`src/hdl/xkbc_pkg.sv`:
```
// -----------------------------------------------------------------------------
// Keystream byte cipher package
// Constants of the generator and the command and status types shared by the
// controller and the datapath.
// -----------------------------------------------------------------------------
package xkbc_pkg;

  localparam int unsigned WORD_W  = 32;
  localparam int unsigned BYTE_W  = 8;
  localparam int unsigned SKIP_W  = 4;

  // Seeding offsets of the generator words b to e.
  localparam logic [WORD_W-1:0] SEED_ADD_B = 32'h159a55e5;
  localparam logic [WORD_W-1:0] SEED_ADD_C = 32'h1f123bb5;
  localparam logic [WORD_W-1:0] SEED_ADD_D = 32'h05491333;
  localparam logic [WORD_W-1:0] SEED_ADD_E = 32'h34dad465;

  // Mask on the first draw that gives the number of discarded outputs.
  localparam logic [SKIP_W-1:0] SKIP_MASK  = 4'hf;

  typedef logic [WORD_W-1:0] word_t;
  typedef logic [BYTE_W-1:0] byte_t;
  typedef logic [SKIP_W-1:0] skip_t;

  // Commands from the controller to the datapath.
  typedef struct packed {
    logic load_item;
    logic seed;
    logic step;
    logic load_skip;
    logic dec_skip;
    logic emit;
  } cmd_t;

  // Status from the datapath to the controller.
  typedef struct packed {
    logic in_start;
    logic odd;
    logic skip_zero;
    logic out_free;
  } status_t;

endpackage

```
`src/hdl/xkbc_if.sv`:
```
// -----------------------------------------------------------------------------
// Keystream byte cipher channels
// Valid/ready interfaces for the plain byte stream and the scrambled stream.
// -----------------------------------------------------------------------------
interface xkbc_in_if;
  logic        valid;
  logic        ready;
  logic [7:0]  data_byte;
  logic [31:0] seed;
  logic        start_of_buffer;
  logic        end_of_buffer;

  modport source (output valid, data_byte, seed, start_of_buffer, end_of_buffer,
                  input ready);
  modport sink   (input valid, data_byte, seed, start_of_buffer, end_of_buffer,
                  output ready);
endinterface

interface xkbc_out_if;
  logic       valid;
  logic       ready;
  logic [7:0] out_byte;
  logic       out_last;

  modport source (output valid, out_byte, out_last, input ready);
  modport sink   (input valid, out_byte, out_last, output ready);
endinterface

```
`src/hdl/xkbc_datapath.sv`:
```
// -----------------------------------------------------------------------------
// Keystream byte cipher datapath
// Generator words, skip counter, position parity, item capture and the
// output register, all driven by controller commands.
// -----------------------------------------------------------------------------
module xkbc_datapath (
  input  logic             clk,
  input  logic             rst,
  input  xkbc_pkg::cmd_t   cmd,
  output xkbc_pkg::status_t status,
  input  logic [7:0]       data_byte,
  input  logic [31:0]      seed,
  input  logic             start_of_buffer,
  input  logic             end_of_buffer,
  xkbc_out_if.source       cipher_ch
);
  import xkbc_pkg::*;

  word_t gen_word_a, gen_word_b, gen_word_c, gen_word_d, gen_word_e;
  logic  odd_position;
  skip_t skip_count;
  byte_t key;
  byte_t item_byte;
  logic  item_last;
  logic  out_valid;
  byte_t out_byte;
  logic  out_last;

  word_t             mix_u;
  word_t             word_e_next;
  byte_t             key_next;

  // One generator step: shift-xor mix and the low byte of the output product.
  // The low byte of the product only depends on the low bytes of its factors.
  always_comb begin
    mix_u       = gen_word_a ^ (gen_word_a >> 7);
    word_e_next = mix_u ^ (mix_u << 13) ^ gen_word_e ^ (gen_word_e << 6);
    key_next    = word_e_next[BYTE_W-1:0] * {gen_word_c[BYTE_W-2:0], 1'b1};
  end

  // Generator words, parity and output valid.
  always_ff @(posedge clk) begin
    if (rst) begin
      gen_word_a   <= '0;
      gen_word_b   <= '0;
      gen_word_c   <= '0;
      gen_word_d   <= '0;
      gen_word_e   <= '0;
      odd_position <= 1'b0;
      out_valid    <= 1'b0;
    end else begin
      if (cmd.seed) begin
        gen_word_a <= seed;
        gen_word_b <= (seed >> 1) + SEED_ADD_B;
        gen_word_c <= (seed >> 3) + SEED_ADD_C;
        gen_word_d <= (seed >> 5) + SEED_ADD_D;
        gen_word_e <= (seed >> 7) + SEED_ADD_E;
      end else if (cmd.step) begin
        gen_word_a <= gen_word_b;
        gen_word_b <= gen_word_c;
        gen_word_c <= gen_word_d;
        gen_word_d <= gen_word_e;
        gen_word_e <= word_e_next;
      end
      if (cmd.seed) begin
        odd_position <= 1'b0;
      end else if (cmd.emit) begin
        odd_position <= ~odd_position;
      end
      if (cmd.emit) begin
        out_valid <= 1'b1;
      end else if (cipher_ch.ready) begin
        out_valid <= 1'b0;
      end
    end
  end

  // Payload registers: key, skip count, captured item and output.
  always_ff @(posedge clk) begin
    if (cmd.step) begin
      key <= key_next;
    end
    if (cmd.load_skip) begin
      skip_count <= key_next[SKIP_W-1:0] & SKIP_MASK;
    end else if (cmd.dec_skip) begin
      skip_count <= skip_count - skip_t'(1);
    end
    if (cmd.load_item) begin
      item_byte <= data_byte;
      item_last <= end_of_buffer;
    end
    if (cmd.emit) begin
      out_byte <= odd_position ? item_byte : (item_byte ^ key);
      out_last <= item_last;
    end
  end

  // Status back to the controller.
  always_comb begin
    status.in_start  = start_of_buffer;
    status.odd       = odd_position;
    status.skip_zero = (skip_count == '0);
    status.out_free  = ~out_valid | cipher_ch.ready;
  end

  assign cipher_ch.valid    = out_valid;
  assign cipher_ch.out_byte = out_byte;
  assign cipher_ch.out_last = out_last;

endmodule

```
`src/hdl/xkbc_controller.sv`:
```
// -----------------------------------------------------------------------------
// Keystream byte cipher controller
// Sequences seeding, the first draw, the discarded outputs, the key draw and
// the hand-over of each byte to the output register.
// -----------------------------------------------------------------------------
module xkbc_controller (
  input  logic               clk,
  input  logic               rst,
  input  logic               in_valid,
  output logic               in_ready,
  input  xkbc_pkg::status_t  status,
  output xkbc_pkg::cmd_t     cmd
);
  import xkbc_pkg::*;

  localparam logic [2:0] ST_IDLE = 3'd0;
  localparam logic [2:0] ST_DRAW = 3'd1;
  localparam logic [2:0] ST_SKIP = 3'd2;
  localparam logic [2:0] ST_STEP = 3'd3;
  localparam logic [2:0] ST_EMIT = 3'd4;

  logic [2:0] state;
  logic [2:0] state_next;

  // State register.
  always_ff @(posedge clk) begin
    if (rst) begin
      state <= ST_IDLE;
    end else begin
      state <= state_next;
    end
  end

  // Next state and commands.
  always_comb begin
    state_next = state;
    cmd        = '0;
    in_ready   = 1'b0;
    unique case (state)
      ST_IDLE: begin
        in_ready = 1'b1;
        if (in_valid) begin
          cmd.load_item = 1'b1;
          if (status.in_start) begin
            cmd.seed   = 1'b1;
            state_next = ST_DRAW;
          end else if (status.odd) begin
            state_next = ST_EMIT;
          end else begin
            state_next = ST_STEP;
          end
        end
      end
      ST_DRAW: begin
        cmd.step      = 1'b1;
        cmd.load_skip = 1'b1;
        state_next    = ST_SKIP;
      end
      ST_SKIP: begin
        if (status.skip_zero) begin
          state_next = ST_STEP;
        end else begin
          cmd.step     = 1'b1;
          cmd.dec_skip = 1'b1;
        end
      end
      ST_STEP: begin
        cmd.step   = 1'b1;
        state_next = ST_EMIT;
      end
      ST_EMIT: begin
        if (status.out_free) begin
          cmd.emit   = 1'b1;
          state_next = ST_IDLE;
        end
      end
      default: begin
        state_next = ST_IDLE;
      end
    endcase
  end

endmodule

```
`src/hdl/xorshift_keystream_byte_cipher.sv`:
```
// -----------------------------------------------------------------------------
// Keystream byte cipher, top level
// Scrambles even-position bytes with a shift-xor keystream, passes odd ones
// unchanged; the same operation restores the original bytes.
// -----------------------------------------------------------------------------
// Usage: bytes enter on plain_ch and leave on cipher_ch, one result per
// transaction, in order. A byte with start_of_buffer set reseeds the
// generator from its seed and is taken as position 0; end_of_buffer is
// carried to out_last unchanged.
// Sequence: a byte at an odd position is handed to the output register as soon
// as it is free; one at an even position first takes a generator step for
// its key. A first byte of a buffer seeds the generator, makes the first draw
// for the skip count, discards n (0 to 15) generator outputs on the single
// generator step unit, one step a cycle, and then takes its key step.
// A new byte is accepted in the cycle after the previous one is handed to the
// output register, so bytes are worked on one at a time.
// Reset clears the generator words and the position parity, and empties the
// output register. When the receiver stalls, the result holds in the output
// register; one more byte may be accepted and waits until the register frees.
// -----------------------------------------------------------------------------
module xorshift_keystream_byte_cipher (
  input  logic       clk,
  input  logic       rst,
  xkbc_in_if.sink    plain_ch,
  xkbc_out_if.source cipher_ch
);
  import xkbc_pkg::*;

  cmd_t    cmd;
  status_t status;

  xkbc_controller u_ctrl (
    .clk      (clk),
    .rst      (rst),
    .in_valid (plain_ch.valid),
    .in_ready (plain_ch.ready),
    .status   (status),
    .cmd      (cmd)
  );

  xkbc_datapath u_dp (
    .clk             (clk),
    .rst             (rst),
    .cmd             (cmd),
    .status          (status),
    .data_byte       (plain_ch.data_byte),
    .seed            (plain_ch.seed),
    .start_of_buffer (plain_ch.start_of_buffer),
    .end_of_buffer   (plain_ch.end_of_buffer),
    .cipher_ch       (cipher_ch)
  );

endmodule

```
`src/flat_wrapper.sv`:
```
// flat-port wrapper written by rule: the top's interface ports become plain ports
module xorshift_keystream_byte_cipher_flat import xkbc_pkg::*;
  (clk, rst, plain_ch_valid, plain_ch_data_byte, plain_ch_seed, plain_ch_start_of_buffer, plain_ch_end_of_buffer, plain_ch_ready, cipher_ch_valid, cipher_ch_out_byte, cipher_ch_out_last, cipher_ch_ready);
  xkbc_in_if plain_ch_i ();
  xkbc_out_if cipher_ch_i ();
  input  logic clk;
  input  logic rst;
  input wire logic [$bits(plain_ch_i.valid)-1:0] plain_ch_valid;
  input wire logic [$bits(plain_ch_i.data_byte)-1:0] plain_ch_data_byte;
  input wire logic [$bits(plain_ch_i.seed)-1:0] plain_ch_seed;
  input wire logic [$bits(plain_ch_i.start_of_buffer)-1:0] plain_ch_start_of_buffer;
  input wire logic [$bits(plain_ch_i.end_of_buffer)-1:0] plain_ch_end_of_buffer;
  output wire logic [$bits(plain_ch_i.ready)-1:0] plain_ch_ready;
  output wire logic [$bits(cipher_ch_i.valid)-1:0] cipher_ch_valid;
  output wire logic [$bits(cipher_ch_i.out_byte)-1:0] cipher_ch_out_byte;
  output wire logic [$bits(cipher_ch_i.out_last)-1:0] cipher_ch_out_last;
  input wire logic [$bits(cipher_ch_i.ready)-1:0] cipher_ch_ready;
  assign plain_ch_i.valid = plain_ch_valid;
  assign plain_ch_i.data_byte = plain_ch_data_byte;
  assign plain_ch_i.seed = plain_ch_seed;
  assign plain_ch_i.start_of_buffer = plain_ch_start_of_buffer;
  assign plain_ch_i.end_of_buffer = plain_ch_end_of_buffer;
  assign plain_ch_ready = plain_ch_i.ready;
  assign cipher_ch_valid = cipher_ch_i.valid;
  assign cipher_ch_out_byte = cipher_ch_i.out_byte;
  assign cipher_ch_out_last = cipher_ch_i.out_last;
  assign cipher_ch_i.ready = cipher_ch_ready;
  xorshift_keystream_byte_cipher u_core (.clk(clk), .rst(rst), .plain_ch(plain_ch_i), .cipher_ch(cipher_ch_i));
endmodule
```
`config.mk`:
```
export PLATFORM = sky130hd
export DESIGN_NAME = xorshift_keystream_byte_cipher_flat
export DESIGN_NICKNAME = d
export VERILOG_FILES = /design/src/hdl/xkbc_pkg.sv /design/src/hdl/xkbc_if.sv /design/src/hdl/xkbc_datapath.sv /design/src/hdl/xkbc_controller.sv /design/src/hdl/xorshift_keystream_byte_cipher.sv /design/src/flat_wrapper.sv
export SDC_FILE = /design/constraint.sdc
export NUM_CORES = 1
export LEC_CHECK = 0
export BUFFER_PORTS_ARGS = -buffer_cell sky130_fd_sc_hd__buf_2
export CAP_MARGIN = 10
export CORE_ASPECT_RATIO = 1.25
export CORE_MARGIN = 2
export CORE_UTILIZATION = 55
export CTS_CLUSTER_SIZE = 12
export DETAILED_ROUTE_END_ITERATION = 8
export PLACE_DENSITY_LB_ADDON = 0.2
export SYNTH_ARGS = -nofsm -noshare
export SYNTH_HDL_FRONTEND = slang
export SYNTH_SLANG_ARGS = --single-unit
```
`constraint.sdc`:
```
create_clock -name clk -period 8.45 [get_ports clk]
set_input_delay 0.4225 -clock clk [delete_from_list [all_inputs] [get_ports clk]]
set_output_delay 0.4225 -clock clk [all_outputs]
set_load 0.02 [all_outputs]
```
# ---- After elaboration in Yosys (flattened, before gate mapping)
# Index checks and enable logic that the tools add are counted.
dict set report classes {
  multipliers 1
  n_eq_ne 7
  muxes 31
  n_addsub 5
  n_reduce_logical 8
  bitwise 8
}
# op count
set ops {}
lappend ops {{$mux W32} 10}
lappend ops {{$xor A32 B32 Y32} 3}
lappend ops {{$add A31 B29 Y32 const B} 1}
lappend ops {{$xor A32 B25 Y32} 1}
lappend ops {{$add A25 B30 Y31 const B} 1}
lappend ops {{$add A29 B29 Y30 const B} 1}
lappend ops {{$add A27 B27 Y28 const B} 1}
lappend ops {{$mux W3} 5}
lappend ops {{$pmux W3 S5} 1}
lappend ops {{$mux W1} 9}
lappend ops {{$mul A8 B8 Y8} 1}
lappend ops {{$mux W4} 2}
lappend ops {{$mux W8} 1}
lappend ops {{$xor A8 B8 Y8} 1}
lappend ops {{$eq A3 B2 Y1 const B} 2}
lappend ops {{$reduce_bool A2 Y1} 3}
lappend ops {{$logic_not A4 Y1} 1}
lappend ops {{$mux W2} 2}
lappend ops {{$ne A2 B1 Y1 const B} 2}
lappend ops {{$reduce_or A2 Y1} 2}
lappend ops {{$sub A4 B1 Y4 const B} 1}
lappend ops {{$eq A3 B1 Y1 const B} 1}
lappend ops {{$eq A3 B3 Y1 const B} 1}
lappend ops {{$logic_not A3 Y1} 1}
lappend ops {{other kinds (5)} 6}
dict set report word_totals {
  reg_bits 195
  out_inout_bits 11
  wordCells 74
  in_bits 46
}

# ---- Logic depth before layout (Yosys ltp)
# Gate-level depths: netlist (run 1).
dict set report depth {
  ltp_word 6
  ltp_mapped 17
}

# ---- Modules after synthesis
# A second synthesis (run 1) with hierarchy kept.
dict set report unflattened {
  hier_cells 1439
  area_unflattened_um2 12484.5
}
# module area_each_um2 cells_per_inst n_inst
set modules_own_cells {}
lappend modules_own_cells {xkbc_datapath 12221.7 1412 1}
lappend modules_own_cells {xkbc_controller 262.8 27 1}

# ---- Worst setup path after synthesis (run 1)
# OpenSTA, ideal clock, no wires.
dict set report synth_path {
  kind {register to register}
  start {reg u_core.u_dp.gen_word_a[7]}
  end {reg u_core.u_dp.key[7], data pin}
  setup_ps 260
  t_arrival_ps 3967
  period_less_slack_ps 4227
  slack_ps 4223
  stages_incl_launch_ff 18
  cell_sequence {dfxtp_1 xnor2_1 xnor2_1 nand2_1 fa_1 inv_1 fa_1 ha_1 inv_1 fa_1 inv_1 ha_1 a21o_1 a21oi_1 xor2_1 xnor2_1 xnor2_1 xnor2_1}
}
dict set report synth_between {
  elab_chain_len 5
}
# element line
set synth_rtl {}
lappend synth_rtl {{from (decl)} xkbc_datapath.sv:19} ;# word_t gen_word_a, gen_word_b, gen_word_c, gen_word_d, gen_word_e;
lappend synth_rtl {{from (signal assigned)} xkbc_datapath.sv:59} ;# gen_word_a <= gen_word_b;
lappend synth_rtl {{$xor A32 B25 Y32} xkbc_datapath.sv:36} ;# mix_u = gen_word_a ^ (gen_word_a >> 7);
lappend synth_rtl {{$xor A32 B32 Y32 (3 in series)} xkbc_datapath.sv:37} ;# word_e_next = mix_u ^ (mix_u << 13) ^ gen_word_e ^ (gen_word_e << 6);
lappend synth_rtl {{$mul A8 B8 Y8} xkbc_datapath.sv:38} ;# key_next = word_e_next[BYTE_W-1:0] * {gen_word_c[BYTE_W-2:0], 1'b1};
lappend synth_rtl {{via u_core.u_dp.key_next[7]} xkbc_datapath.sv:31} ;# byte_t key_next;
lappend synth_rtl {{to (signal assigned)} xkbc_datapath.sv:81} ;# key <= key_next;
lappend synth_rtl {{to (decl)} xkbc_datapath.sv:22} ;# byte_t key;
# The timed path passes the listed nets, and every way through them passes these cells.
# A chain may end at the register's enable or synchronous reset.

# ---- Final worst setup path (run 1)
# Same ends and word-level chain as after synthesis.

==> results.txt, run 1 <==
----------------------------------------------------
[Yosys]
  Mean instance size in the synthesized netlist ... 8.41 um2
  Number of instances in the synthesized netlist ... 1417
  Synth Register Bits ... 195
  Share of the yosys chip area belonging to registers ... 35.3%
  Post-synth net total ... 1501
  Number of flops mapped to enable cells by yosys ... 30
  Total of warnings raised by yosys ... 0
  Distinct cell type count of the synthesized netlist ... 74
  Most used flip-flop cell after synthesis ... sky130_fd_sc_hd__dfxtp_1
  Combined area of all synthesized cells ... 11900 um2
  Asr flop ratio synth ... 0%

[Route]
  DR iter-0 viols ... 938
  Number of nets with antenna violations after routing ... 0
  Average vias per placed instance ... 6.09
  Number of iterations in the first detailed-routing pass ... 6
  Wire length per cell after detailed routing ... 19.6 um
  Post-detailed-route DRC marker count ... 0
  Routed via count ... 10.2k
  Wire length after detailed routing ... 32900 um

[Placement]
  Placed insts ... 1645
  Final HPWL from detailed placement ... 22500 um
  Port Buf Inserts ... 56
  Gp weighted congestion ... 0.890

[Clocking]
  TritonCTS clock tree ... yes
  Number of hold buffers added after cts ... 0
  Root buffer cell ... sky130_fd_sc_hd__clkbuf_16
  Number of clock buffers inserted by TritonCTS ... 17
  Max Buffers Root-to-Sink ... 2
  Clock slew at reported path FFs ... 0.08 ns
  CTS resizes ... 0
  CTS sink cnt ... 195
  Maximum level of the CTS H-tree ... 4
  Post-CTS Repair Setup Buffers ... 0
  Clock Latency Late Sink ... 0.44 ns

[Die]
  Core box area ... 21400 um2
  Initial cell density of the core ... 55.7%
  Num ports ... 57
  Cell Rows ... 60
  Die Outline Area ... 22900 um2
  Height of the die ... 169 um
  Die W ... 136 um

[Timing]
  Final setup violation count ... 0
  Slew of the pin with the lowest slew margin ... 1.06 ns
  Final number of max-transition violations ... 0
  Setup TNS ... 0 ns
  Max Fclk ... 0.210 GHz
  Period Utilization, post-route ... 56.4%
  Headroom to the max-slew limit ... 29.6%
  Unrepaired setup endpoints after global routing ... false
  Max Clock Skew ... 0.0128 ns
  Number of hold-slack violations in the final timing report ... 0
  Clock period minus final worst setup slack ... 4.76 ns

[Worst setup path]
  Sort of element at the start of the critical path ... register
  Launching point of the worst reg2reg path ... u_core.u_dp.gen_word_a[7]$_SDFFE_PP0P_
  WS Path Type ... reg2reg
  Data required time at the worst endpoint ... 8.64 ns
  Setup crit start ... u_core.u_dp.gen_word_a[7]$_SDFFE_PP0P_
  Crit path max fanout ... 10
  Crit path arrival time ... 4.95 ns
  Endpoint kind of the worst setup timing path ... register

[Global routing]
  GRT Resource Usage Total ... 29.2%
  Total global routing overflow ... 0
  First-pass GRT wire length ... 52600 um
  Via count of the first global-routing pass ... 9619
  Largest net degree at the start of global routing ... 101
  Initial antenna violation count ... 0

[Power]
  Worst vdd rail ir drop ... 0.167 mV
  Pwr Density ... 237 nW/um2
  Static leakage ... 4.70 nW

[Min path]
  Type of the tightest min-delay check ... in2reg
  Hold_sp ... plain_ch_data_byte[0]

[Layout]
  Layout Nets ... 1469
  Layout area overhead ... 6.57%
  Fill count ... 1947
  Final cell count without fillers ... 1677
  Share of final-layout standard cells stronger than drive strength 1 ... 10.5%
  Count of antenna diodes in the layout ... 0

[Job]
  Count of maximum capacitance violations ... 0

[Outcome]
  Outcome ... completed

----------------------------------------------------
==> metrics by stage <==
step | total power [W] | instance area, um2 | setup WS (ns) | hold WS (ns) | util, %
finish | 0.00301 | 12700 | 3.69 | 0.155 | 59.3
global placement | 0.00216 | 12100 | 3.89 | 0.406 | 56.5
floorplan | 0.00196 | 11900 | 4.22 | 0.400 | -
CTS | 0.00302 | 12700 | 3.70 | 0.141 | 59.3
detailed placement | 0.00219 | 12100 | 3.75 | 0.407 | 56.5
global route | 0.00318 | 12700 | 3.42 | 0.138 | 59.3
==> kinds of logic after synthesis <==
group	after synthesis	synth area share, %
AO/OA/AOI/OAI	332	20.0
XOR/XNOR	211	15.5
adder cells (fa/ha/maj)	38	4.75
buffers and inverters	149	5.57
flip-flops	195	35.3
multiplexers	21	1.79
AND/OR/NAND/NOR	471	17.1
==> report_power, final <==
group | switching (W) | total, W | internal (W)
registers | 0.000120 | 0.00122 | 0.00110
clock network | 0.000426 | 0.000831 | 0.000405
logic | 0.000565 | 0.000963 | 0.000398
==> worst max-delay path, stage by stage (launching register included) <==
cell	delay (ns)
sky130_fd_sc_hd__dfxtp_1	0.41
sky130_fd_sc_hd__xnor2_1	0.16
sky130_fd_sc_hd__xnor2_1	0.64
sky130_fd_sc_hd__nand2_1	0.19
sky130_fd_sc_hd__fa_1	0.45
sky130_fd_sc_hd__inv_1	0.08
sky130_fd_sc_hd__fa_1	0.42
sky130_fd_sc_hd__ha_1	0.28
sky130_fd_sc_hd__inv_1	0.05
sky130_fd_sc_hd__fa_1	0.53
sky130_fd_sc_hd__inv_1	0.04
sky130_fd_sc_hd__ha_1	0.32
sky130_fd_sc_hd__a21o_1	0.17
sky130_fd_sc_hd__a21oi_1	0.16
sky130_fd_sc_hd__xor2_1	0.19
sky130_fd_sc_hd__xnor2_1	0.17
sky130_fd_sc_hd__xnor2_1	0.17
sky130_fd_sc_hd__xnor2_1	0.09
==> layout make-up <==
class | instances | area, um2 | share of cell area [%]
clock buffer | 17 | 425 | 3.35
clock inverter | 15 | 191 | 1.51
inverter | 36 | 136 | 1.07
multi-input combinational | 1073 | 7060 | 55.6
sequential | 195 | 4200 | 33.1
tap | 279 | 349 | 2.75
timing repair buffer | 62 | 328 | 2.58
==> routing by layer <==
layer	vias to the layer above	share of wire [%]	track usage [%]
met5	-	0	0
met1	4888	43	38.9
met2	388	48	48.4
li1	4864	-	-
met3	68	5.7	3.53
met4	0	3.4	11.2
==> worst paths after layout <==
kind | to | slack, ns | cells past startpoint
min reg2reg | u_core.u_dp.cipher_ch.out_last$_DFFE_PP_ | 0.43 | 0
max | u_core.u_dp.key[7]$_DFFE_PP_ | 3.69 | 17
max reg2reg | u_core.u_dp.key[7]$_DFFE_PP_ | 3.69 | 17
min | u_core.u_dp.item_byte[0]$_DFFE_PP_ | 0.15 | 1
==> registers in the layout (all words and copies together), names as in the netlist <==
signal / cells
u_core.u_ctrl.state: 3
u_core.u_dp.cipher_ch.out_byte: 8
u_core.u_dp.cipher_ch.out_last: 1
u_core.u_dp.cipher_ch.valid: 1
u_core.u_dp.gen_word_a: 32
u_core.u_dp.gen_word_b: 32
u_core.u_dp.gen_word_c: 32
u_core.u_dp.gen_word_d: 32
u_core.u_dp.gen_word_e: 32
u_core.u_dp.item_byte: 8
u_core.u_dp.item_last: 1
u_core.u_dp.key: 8
u_core.u_dp.odd_position: 1
u_core.u_dp.skip_count: 4
==> layout by cell type (no fill, tap or decap), drive strengths merged, types with 17 or more instances in the layout <==
cell    synthesis  layout
edfxtp         30      30
inv            35      41
a311oi         39      39
nor2          145     145
nor3           25      25
a211oi         30      30
mux2i          19      19
nand3          21      21
xor2           57      57
dfxtp         165     165
ha             26      26
nand2         211     211
a22oi          23      23
buf            52      62
xnor2         154     154
o21ai          40      40
and2           19      19
clkbuf         61      17
a21oi          92      92
==> cell usage after synthesis, drive strengths merged, types with 7 or more instances <==
| master | count | area [um2] |
|---|---|---|
| a211oi | 30 | 250 |
| a21o | 11 | 82.6 |
| a21oi | 92 | 468 |
| a221oi | 9 | 78.8 |
| a22oi | 23 | 173 |
| a311oi | 39 | 342 |
| a31o | 10 | 87.6 |
| a31oi | 9 | 71.3 |
| and2 | 19 | 119 |
| buf | 52 | 298 |
| clkbuf | 61 | 230 |
| dfxtp | 165 | 3300 |
| edfxtp | 30 | 901 |
| fa | 12 | 240 |
| ha | 26 | 325 |
| inv | 35 | 131 |
| mux2i | 19 | 190 |
| nand2 | 211 | 792 |
| nand2b | 11 | 68.8 |
| nand3 | 21 | 105 |
| nor2 | 145 | 547 |
| nor3 | 25 | 140 |
| nor4 | 10 | 62.6 |
| o211ai | 7 | 62.6 |
| o21ai | 40 | 219 |
| o221a | 12 | 135 |
| o22ai | 16 | 100 |
| or3 | 7 | 43.8 |
| xnor2 | 154 | 1350 |
| xor2 | 57 | 499 |
Note: power is estimated with default switching activity, not from simulation.
==> inputs of run 2 (changes only) <==
- clock period: 8.45 -> 4.7 ns (I/O delays scaled with it)
==> run 2 against run 1 <==
Effect of this change: global-route usage increased by 0.89 points; sequential cell count unchanged; fmax increased by 7.3%; combinational power increased by 86%; core utilization increased by 1.0 points; register-to-register slack got worse by 3.4 ns; clock power increased by 89%; first-iteration DRC count decreased by 2.9%; routed wire length increased by 1.3%; via count increased by 0.40%.
==> results.txt, run 2 (synthesized netlist as in run 1, its figures left out) <==
----------------------------------------------------
[Outcome]
  Outcome ... completed

[Clocking]
  CTS sink cnt ... 195
  Clock slew at reported path FFs ... 0.08 ns
  Root buffer cell ... sky130_fd_sc_hd__clkbuf_16
  Number of clock buffers inserted by TritonCTS ... 17
  Max Buffers Root-to-Sink ... 2
  Maximum level of the CTS H-tree ... 4
  Clock Latency Late Sink ... 0.45 ns
  TritonCTS clock tree ... yes

[Route]
  Average vias per placed instance ... 6.05
  Post-detailed-route DRC marker count ... 0
  Routed wl met3 ... 1770 um
  Length of routed wiring on met1 ... 14200 um
  Number of nets with antenna violations after routing ... 0
  Wire length per cell after detailed routing ... 19.7 um
  Number of iterations in the first detailed-routing pass ... 5
  Routed via count ... 10.2k
  DR WL met2 ... 15900 um
  Wire length after detailed routing ... 33300 um
  DR iter-0 viols ... 911
  Top layer reached by signal wires ... met4

[Layout]
  Share of final-layout standard cells stronger than drive strength 1 ... 11.2%
  Most frequent standard cell in the layout excluding fill and tap cells ... sky130_fd_sc_hd__nand2_1
  Layout area overhead ... 8.43%
  Layout Nets ... 1487
  Count of antenna diodes in the layout ... 0
  Final Instance Area ... 12900 um2
  Most used cells in the layout excluding fill and tap cells ... sky130_fd_sc_hd__nand2_1 (210), sky130_fd_sc_hd__dfxtp_1 (165), sky130_fd_sc_hd__xnor2_1 (152)

[Placement]
  Gp weighted congestion ... 0.911
  Area of placed instances ... 12200 um2
  Port Buf Inserts ... 56
  Final HPWL from detailed placement ... 22700 um

[Worst setup path]
  Crit-path slowest cell ... sky130_fd_sc_hd__fa_1
  Reg2Reg Capture Point ... u_core.u_dp.key[7]$_DFFE_PP_
  Critical path, cell by cell ... xnor2_1 > xnor2_2 > nand2_1 > fa_1 > fa_1 > fa_1 > fa_1 > inv_1 > ha_1 > a21oi_1 > xor2_1 > xnor2_1 > xnor2_1 > xnor2_1
  Launching point of the worst reg2reg path ... u_core.u_dp.gen_word_a[8]$_SDFFE_PP0P_
  Data required time at the worst endpoint ... 4.90 ns
  Setup slack of the most critical reg-to-reg path ... 0.26 ns
  WS Path Type ... reg2reg
  Endpoint kind of the worst setup timing path ... register
  Crit path arrival time ... 4.64 ns
  Worst-case reg-to-reg path depth ... 14
  Crit path max fanout ... 6
  CP max stage delay ... 0.56 ns
  Sort of element at the start of the critical path ... register
  Setup crit start ... u_core.u_dp.gen_word_a[8]$_SDFFE_PP0P_
  Crit path capture ... u_core.u_dp.key[7]$_DFFE_PP_

[Job]
  Count of maximum capacitance violations ... 0

[Power]
  Pwr Density ... 430 nW/um2
  Total power ... 0.00555 W
  Worst vdd rail ir drop ... 0.278 mV
  Static leakage ... 4.81 nW

[Global routing]
  Total global routing overflow ... 0
  GRT Resource Usage Total ... 30.1%
  Initial antenna violation count ... 0
  Via count of the first global-routing pass ... 9804
  Largest net degree at the start of global routing ... 134
  First-pass GRT wire length ... 53900 um

[Timing]
  Unrepaired setup endpoints after global routing ... false
  Clock period minus final worst setup slack ... 4.44 ns
  Max Fclk ... 0.225 GHz
  Period Utilization, post-route ... 94.4%
  Setup TNS ... 0 ns
  Slew of the pin with the lowest slew margin ... 0.895 ns
  Final number of max-transition violations ... 0
  Headroom to the max-slew limit ... 38.8%
  Final setup violation count ... 0
  Number of hold-slack violations in the final timing report ... 0
  Worst slack on hold paths ... 0.0934 ns
  Max Clock Skew ... 0.0117 ns

[Die]
  Height of the die ... 169 um
  Initial cell density of the core ... 55.7%
  Cell Rows ... 60
  Num ports ... 57
  Die W ... 136 um
  Die Outline Area ... 22900 um2
  Core box area ... 21400 um2

[Min path]
  Type of the tightest min-delay check ... in2reg

----------------------------------------------------
-- run 2: cell types whose count changed in the layout (fill, tap and decap cells not counted), moves of 3 or more --
cell | previous run | this run
sky130_fd_sc_hd__buf_12 | 0 | 3
sky130_fd_sc_hd__buf_4 | 7 | 13
sky130_fd_sc_hd__clkinv_8 | 7 | 4
sky130_fd_sc_hd__dlygate4sd3_1 | 0 | 9
-- run 2: worst min-delay path by stage --
stage          cells past startpoint                            start                                  endpoint
6_report                           3                  cipher_ch_ready  u_core.u_dp.cipher_ch.valid$_SDFFE_PP0P_
4_1_cts                            3                  cipher_ch_ready  u_core.u_dp.cipher_ch.valid$_SDFFE_PP0P_
3_3_place_gp                       0  u_core.u_dp.item_last$_DFFE_PP_  u_core.u_dp.cipher_ch.out_last$_DFFE_PP_
5_1_grt                            3                  cipher_ch_ready  u_core.u_dp.cipher_ch.valid$_SDFFE_PP0P_
3_5_place_dp                       0  u_core.u_dp.item_last$_DFFE_PP_  u_core.u_dp.cipher_ch.out_last$_DFFE_PP_
2_1_floorplan                      0            plain_ch_data_byte[0]        u_core.u_dp.item_byte[0]$_DFFE_PP_
-- run 2: what timing repair did --
action | in CTS | in global routing
buffers inserted | 0 | 0
resized for setup | 0 | 2
endpoints found under the hold margin | 9 | 0
endpoints found under the setup margin | 0 | 1
hold buffers | 9 | 0
-- run 2: worst max-delay path, delay by kind of cell (launching register included) --
family	cells	cell delay [ns]
simple gates	1	0.13
buf+inv	1	0.04
compound gates	1	0.17
xor+xnor	6	1.20
fa+ha+maj	5	2.31
flops	1	0.34
-- run 2: layout make-up --
class / instances / area [um2]
Fill cell: 1944 / 8480
Multi-Input combinational cell: 1073 / 7070
Sequential cell: 195 / 4200
Timing Repair Buffer: 80 / 523
Clock buffer: 17 / 425
Tap cell: 279 / 349
Clock inverter: 15 / 208
Inverter: 36 / 136
-- run 2: report_power, final --
| group | internal (W) | switching (W) | total, W |
|---|---|---|---|
| Combinational | 0.000758 | 0.00104 | 0.00179 |
| Clock | 0.000821 | 0.000753 | 0.00157 |
| Sequential | 0.00197 | 0.000209 | 0.00218 |
-- run 2: through the flow --
step / cells / setup slack (ns) / utilization [%]
3_5_place_dp: 1654 / 0.142 / 56.9
4_1_cts: 1695 / 0.131 / 60.3
2_1_floorplan: 1417 / 0.473 / -
3_3_place_gp: 1654 / 0.301 / 56.9
5_1_grt: 1695 / 0.0294 / 60.4
6_report: 1695 / 0.262 / 60.4
-- run 2: layer usage --
metal / vias up / GRT usage [%]
li1: 4882 / -
met2: 370 / 48.5
met1: 4915 / 39.9
met3: 82 / 4.37
met4: 0 / 13.7
met5: - / 0
